--- src/rtl/core/cvr_pkg.sv ---
// ============================================================================
// cvr_pkg
// Shared widths, codes and stage records of the collision velocity resolver.
// ============================================================================
package cvr_pkg;

    localparam int COORD_WIDTH_DEFAULT = 32;

    localparam int VAL_W     = 32;  // sign-extended coordinate or velocity
    localparam int D_W       = 33;  // difference of two coordinates
    localparam int N_W       = 34;  // raw contact normal
    localparam int SQ_W      = 66;  // square of a D_W magnitude
    localparam int LEN_W     = 67;  // squared length
    localparam int NORM_BITS = 14;  // reduced normal magnitude bits
    localparam int NR_W      = 15;  // reduced normal, signed
    localparam int DOT_W     = 48;
    localparam int DD_W      = 49;
    localparam int SM_W      = 29;
    localparam int MSUM_W    = 33;
    localparam int PROD_W    = 64;
    localparam int PMAG_W    = 62;
    localparam int Q_W       = 34;  // quotient bits, also divider depth
    localparam int MDIV_W    = 48;
    localparam int FRAC_BITS = 16;
    localparam int RATIO_W   = 17;

    typedef enum logic
    {
        KIND_BOX    = 1'b0,
        KIND_CIRCLE = 1'b1
    } kind_t;

    typedef enum logic [1:0]
    {
        OUT_NONE       = 2'd0,
        OUT_SEPARATING = 2'd1,
        OUT_RESOLVED   = 2'd2,
        OUT_DEGENERATE = 2'd3
    } outcome_t;

    typedef enum logic [1:0]
    {
        MODE_BOX_BOX       = 2'd0,
        MODE_CIRCLE_CIRCLE = 2'd1,
        MODE_BOX_CIRCLE    = 2'd2
    } mode_t;

    localparam logic signed [1:0] AXIS_NX [4] = '{-2'sd1, 2'sd1, 2'sd0, 2'sd0};
    localparam logic signed [1:0] AXIS_NY [4] = '{2'sd0, 2'sd0, -2'sd1, 2'sd1};

    typedef struct packed
    {
        logic signed [VAL_W-1:0] v1x;
        logic signed [VAL_W-1:0] v1y;
        logic signed [VAL_W-1:0] v2x;
        logic signed [VAL_W-1:0] v2y;
        logic        [31:0]      m1;
        logic        [31:0]      m2;
        logic                    st1;
        logic                    st2;
    } cvr_side_t;

    typedef struct packed
    {
        logic                  contact;
        logic signed [N_W-1:0] nx;
        logic signed [N_W-1:0] ny;
        cvr_side_t             side;
    } cvr_contact_t;

    typedef struct packed
    {
        outcome_t                outcome;
        logic                    sx;
        logic                    sy;
        logic signed [VAL_W-1:0] v1x;
        logic signed [VAL_W-1:0] v1y;
        logic signed [VAL_W-1:0] v2x;
        logic signed [VAL_W-1:0] v2y;
        logic                    st1;
        logic                    st2;
    } cvr_track_t;

    typedef struct packed
    {
        logic [Q_W-1:0] qx_mag;
        logic [Q_W-1:0] qy_mag;
        logic [Q_W-1:0] ratio;
        logic           ratio_inexact;
    } cvr_quot_t;

endpackage

--- src/rtl/core/cvr_divider.sv ---
// ============================================================================
// cvr_divider
// Pipelined restoring divider, one quotient bit per stage.
// ============================================================================
module cvr_divider
    import cvr_pkg::*;
#(
    parameter int ND = PMAG_W,
    parameter int DW = SM_W,
    parameter int QW = Q_W
)
(
    input  logic          clk,
    input  logic          en,
    input  logic [ND-1:0] dividend,
    input  logic [DW-1:0] divisor,
    output logic [QW-1:0] quotient,
    output logic          rem_nz
);

    logic [DW-1:0] rem_reg [QW];
    logic [QW-1:0] num_reg [QW];
    logic [DW-1:0] div_reg [QW-1];

    for (genvar k = 0; k < QW; k++)
    begin : g_step
        logic [DW-1:0] rem_in;
        logic [QW-1:0] num_in;
        logic [DW-1:0] div_in;
        logic [DW+1:0] trial;

        if (k == 0)
        begin : g_first
            assign rem_in = DW'(dividend >> QW);
            assign num_in = dividend[QW-1:0];
            assign div_in = divisor;
        end
        else
        begin : g_next
            assign rem_in = rem_reg[k-1];
            assign num_in = num_reg[k-1];
            assign div_in = div_reg[k-1];
        end

        assign trial = {1'b0, rem_in, num_in[QW-1]} - {2'b00, div_in};

        always_ff @(posedge clk)
        begin
            if (en)
            begin
                rem_reg[k] <= trial[DW+1] ? {rem_in[DW-2:0], num_in[QW-1]} : trial[DW-1:0];
                num_reg[k] <= {num_in[QW-2:0], !trial[DW+1]};
            end
        end

        if (k < QW - 1)
        begin : g_div
            always_ff @(posedge clk)
            begin
                if (en)
                begin
                    div_reg[k] <= div_in;
                end
            end
        end
    end

    assign quotient = num_reg[QW-1];
    assign rem_nz   = |rem_reg[QW-1];

endmodule

--- config.mk ---
export PLATFORM = sky130hd
export DESIGN_NAME = cvr_divider
export DESIGN_NICKNAME = d
export VERILOG_FILES = /design/src/rtl/core/cvr_pkg.sv /design/src/rtl/core/cvr_divider.sv
export SDC_FILE = /design/constraint.sdc
export NUM_CORES = 2
export LEC_CHECK = 0
export BUFFER_PORTS_ARGS = -buffer_cell sky130_fd_sc_hd__buf_2
export CAP_MARGIN = 20
export CORE_UTILIZATION = 58
export DETAILED_ROUTE_END_ITERATION = 12
export PLACE_DENSITY = 0.82
export SYNTH_ARGS = -nofsm -noshare
export SYNTH_HDL_FRONTEND = slang
export SYNTH_SLANG_ARGS = --single-unit
--- constraint.sdc ---
create_clock -name clk -period 3.8 [get_ports clk]
set_input_delay 0.19 -clock clk [delete_from_list [all_inputs] [get_ports clk]]
set_output_delay 0.19 -clock clk [all_outputs]
set_load 0.01 [all_outputs]
==> metrics.md <==
| Metric | Value |
|---|---|
| Syn. warnings | `0` |
| Met2 WL | `around 180 mm` |
| Slew headroom | `a little over a third` |
| Hold Path Origin | `divisor[22]` |
| Final min period | `3.83 ns` |
| CP max FO | `6` |
| Routed met3 length | `15.5 mm` |
| Initial antenna violation count | `3` |
| Slew Viols, Final | `0` |
| Detail Route Antenna Nets | `0` |
| Crit-path leading delay family | `compound AO/OA/AOI/OAI gates` |
| Core ar. | `260000 µm²` |
| Slew @ Worst Pin | `0.974 ns` |
| Starting Density | `approximately three fifths` |
| Fin nets | `14100` |
| Drt drc | `0` |
| Async SR Flop Fraction | `0%` |
| Crit path buf inv count | `3` |
| Cell count after placement | `15900` |
| Drt pass-1 iters | `11` |
| Worst-skew pair later-pin latency | `0.91 ns` |
| Clk pin slew, worst setup/hold paths | `~0.060 ns` |
| Total Routing Usage GR | `between 20% and 30%` |
| Crit-path slowest cell | `a2111o_1` |
| Crit path top cell by count | `o31a_1` |
| Num ports | `128` |
| Mapped Nets | `13300` |
| Area Growth Syn to Fin | `14.7%` |
| Die height | `about 510 µm` |
| Row count | `around 190` |
| Die X | `just over 500 µm` |
| Worst Hold Slack | `0.0705 ns` |
| CTS max path bufs | `4` |
| Detailed-route via count | `97700` |
| Fin area | `175000 µm²` |
| CTS Buf Count | `323` |
| Cell variety after synth | `111` |
| Peak supply drop | `0.538 mV` |
| Static leakage | `70.2 nW` |
| Non-filler instance count after layout | `16800` |
| Post-Syn Area | `around 150000 µm²` |
| Final Total Pwr | `150 mW` |
| Peak Freq | `~260 MHz` |
| Fraction of layout cells with a size suffix above 1 | `12.6%` |
| Hold/Removal Path Class | `in -> reg` |
| Final setup fails | `12` |
| Wire per inst | `between 20 and 25 µm` |
| R2R cell count | `15` |
| CTS tree | `done` |
| Max reg flops | `1156` |
| CTS Sinks | `3099` |
| Max_cap viols | `0` |
| Post-placement cell area | `between 150000 and 200000 µm²` |
| Detailed Place HPWL | `235 mm` |
| DR iter-0 viols | `7749` |
| Post-DR vias/cell | `5.83` |
| Failing checks | `negative setup slack` |
| Global-route wire length before repair | `526 mm` |
| RSZ-0062 raised after global routing | `yes` |
| M1 WL | `135 mm` |
| Worst Hold Depth | `2` |
| GRT overflow | `0` |
| R2r setup slk | `-0.03 ns` |
| Number of synthesized flops with an enable pin | `3099` |
| Largest net degree at the start of global routing | `138` |
| H-tree depth | `5` |
| Status | `complete, but fails checks` |
| Clock Skew | `0.0479 ns` |
| WS Path Type | `reg -> reg` |
| Reg2reg start | `num_reg[2][33]$_DFFE_PP_` |
| Final WL | `340 mm` |
| Yosys reg bits | `3099` |
| Worst Hold Endpoint | `div_reg[0][22]$_DFFE_PP_` |
| Root buf cell | `clkbuf_16` |
| WP data arrival | `4.48 ns` |
| # port buffers | `127` |
| Main synth FF type | `edfxtp_1` |
| Cell Pwr Density | `857 nW/µm²` |
| Worst flop-to-flop path endpoint | `rem_reg[3][21]$_DFFE_PP_` |
| Seq/Total Area, Yosys | `61.0%` |
| Mean Syn Cell Area | `12.5 µm²` |
| Vias in the first global route | `99100` |
| Placer Congestion | `0.921` |
| CP peak stage delay | `0.44 ns` |
| Crit. End Element | `register` |
| Final worst-path cycle share | `101%` |
| Final core utilization | `67.2%` |
| Top Layer Used | `met5` |
| CP Data Required Time | `between 4 and 5 ns` |
| Crit path cell chain | `inv_2 -> ha_4 -> fa_2 -> nor2b_2 -> o31a_1 -> o31a_1 -> a221o_1 -> a2111o_1 -> nand2_2 -> o211ai_4 -> a31oi_4 -> o21bai_4 -> buf_6 -> clkbuf_16 -> o21a_1` |
| Worst Setup Slack, final | `-0.0302 ns` |
| Syn Inst Count | `12200` |
| Total Die Area | `265000 µm²` |
| Endpoints failing hold | `0` |
| Critical path startpoint category | `register` |
synth_stat cells (27+ instances only):
master / n / share of area (%)
edfxtp_1: 3099 / 61
inv_1: 1220 / 3.0
ha_1: 986 / 8.1
a21oi_1: 979 / 3.2
nand2_1: 812 / 2.0
o21ai_0: 757 / 2.5
nor2_1: 716 / 1.8
xnor2_1: 447 / 2.6
a21o_1: 377 / 1.9
xor2_1: 352 / 2.0
mux2_2: 256 / 1.9
o21a_1: 166 / 0.82
nand2b_1: 165 / 0.68
nor2b_1: 153 / 0.63
nand3_1: 145 / 0.48
clkbuf_1: 117 / 0.29
nor3_1: 102 / 0.33
a211oi_1: 88 / 0.43
nand4_1: 84 / 0.34
a31oi_1: 82 / 0.34
o21bai_1: 77 / 0.38
and3_1: 72 / 0.30
o31ai_1: 67 / 0.33
buf_2: 65 / 0.21
a211o_1: 39 / 0.22
and2_1: 36 / 0.15
o211ai_1: 36 / 0.18
or3_1: 36 / 0.15
o31a_1: 35 / 0.20
fa_1: 34 / 0.45
or2_2: 33 / 0.14
mux2i_1: 28 / 0.18
nor4_1: 28 / 0.11
o21ai_1: 27 / 0.089
worst max-delay path by stage:
stage,from,end,depth (start not counted)
2_1_floorplan,div_reg[0][377]$_DFFE_PP_,rem_reg[14][21]$_DFFE_PP_,13
3_3_place_gp,num_reg[0][33]$_DFFE_PP_,rem_reg[1][2]$_DFFE_PP_,17
3_5_place_dp,num_reg[0][33]$_DFFE_PP_,rem_reg[1][0]$_DFFE_PP_,18
4_1_cts,num_reg[3][33]$_DFFE_PP_,rem_reg[4][24]$_DFFE_PP_,15
5_1_grt,div_reg[0][118]$_DFFE_PP_,rem_reg[5][27]$_DFFE_PP_,13
6_report,num_reg[2][33]$_DFFE_PP_,rem_reg[3][21]$_DFFE_PP_,15
logic make-up after synthesis:
kind of cell	synth area share, %
compound gates	12.5
xor+xnor	4.59
fa+ha+maj	8.54
buf+inv	3.69
flops	61.0
mux	2.18
simple gates	7.51
metrics by stage:
step,setup TNS (ns),setup slack [ns]
floorplan,0,0.242
global placement,-19.87,-0.352
detailed placement,-29.13,-0.382
CTS,-0.226,-0.0437
global route,-7.06,-0.190
finish,-0.149,-0.0302
worst reg2reg max path, cell delays in order (launching register included):
cell and delay, ns:
edfxtp_1 0.42, inv_2 0.10, ha_4 0.15, fa_2 0.21, nor2b_2 0.06, o31a_1 0.28
o31a_1 0.30, a221o_1 0.36, a2111o_1 0.44, nand2_2 0.15, o211ai_4 0.13, a31oi_4 0.25
o21bai_4 0.18, buf_6 0.20, clkbuf_16 0.18, o21a_1 0.18
layout by cell type, fill, tap and decap left out, types with 352 or more instances in the layout:
master,netlist,layout
a21o_1,377,377
a21oi_1,979,923
buf_4,20,367
edfxtp_1,3099,3099
ha_1,986,973
inv_1,1220,1218
nand2_1,812,810
nor2_1,716,697
o21ai_0,757,721
xnor2_1,447,447
xor2_1,352,352
timing repair:
item | 4_1_cts | 5_1_grt
setup endpoints to repair | 387 | 819
hold buffers | 148 | 0
endpoints found under the hold margin | 136 | 0
pin swaps | 19 | 88
resized for setup | 54 | 294
setup buffers | 10 | 78
cloned | 2 | 26
routing by layer:
metal | global-route usage, % | vias up
met3 | 2.94 | 875
met1 | 29.8 | 47600
met4 | 8.88 | 2
li1 | - | 46500
met2 | 45.6 | 2804
met5 | 0 | -
area by class of cell:
type	instances	area (µm²)
Clock buffer	386	8360
Tap cell	3496	4370
Antenna cell	1	2.50
Fill cell	18200	85500
Inverter	1226	4610
Timing Repair Buffer	758	7120
Multi-Input combinational cell	7611	55300
Clock inverter	201	2090
Sequential cell	3099	93100
power by group:
part / internal, mW / switching, mW / total, mW
Clock: 18.1 / 13.4 / 31.4
Combinational: 29.2 / 35.1 / 64.3
Sequential: 49.0 / 5.07 / 54.0
No activity file was read; power rests on OpenSTA's default activity.
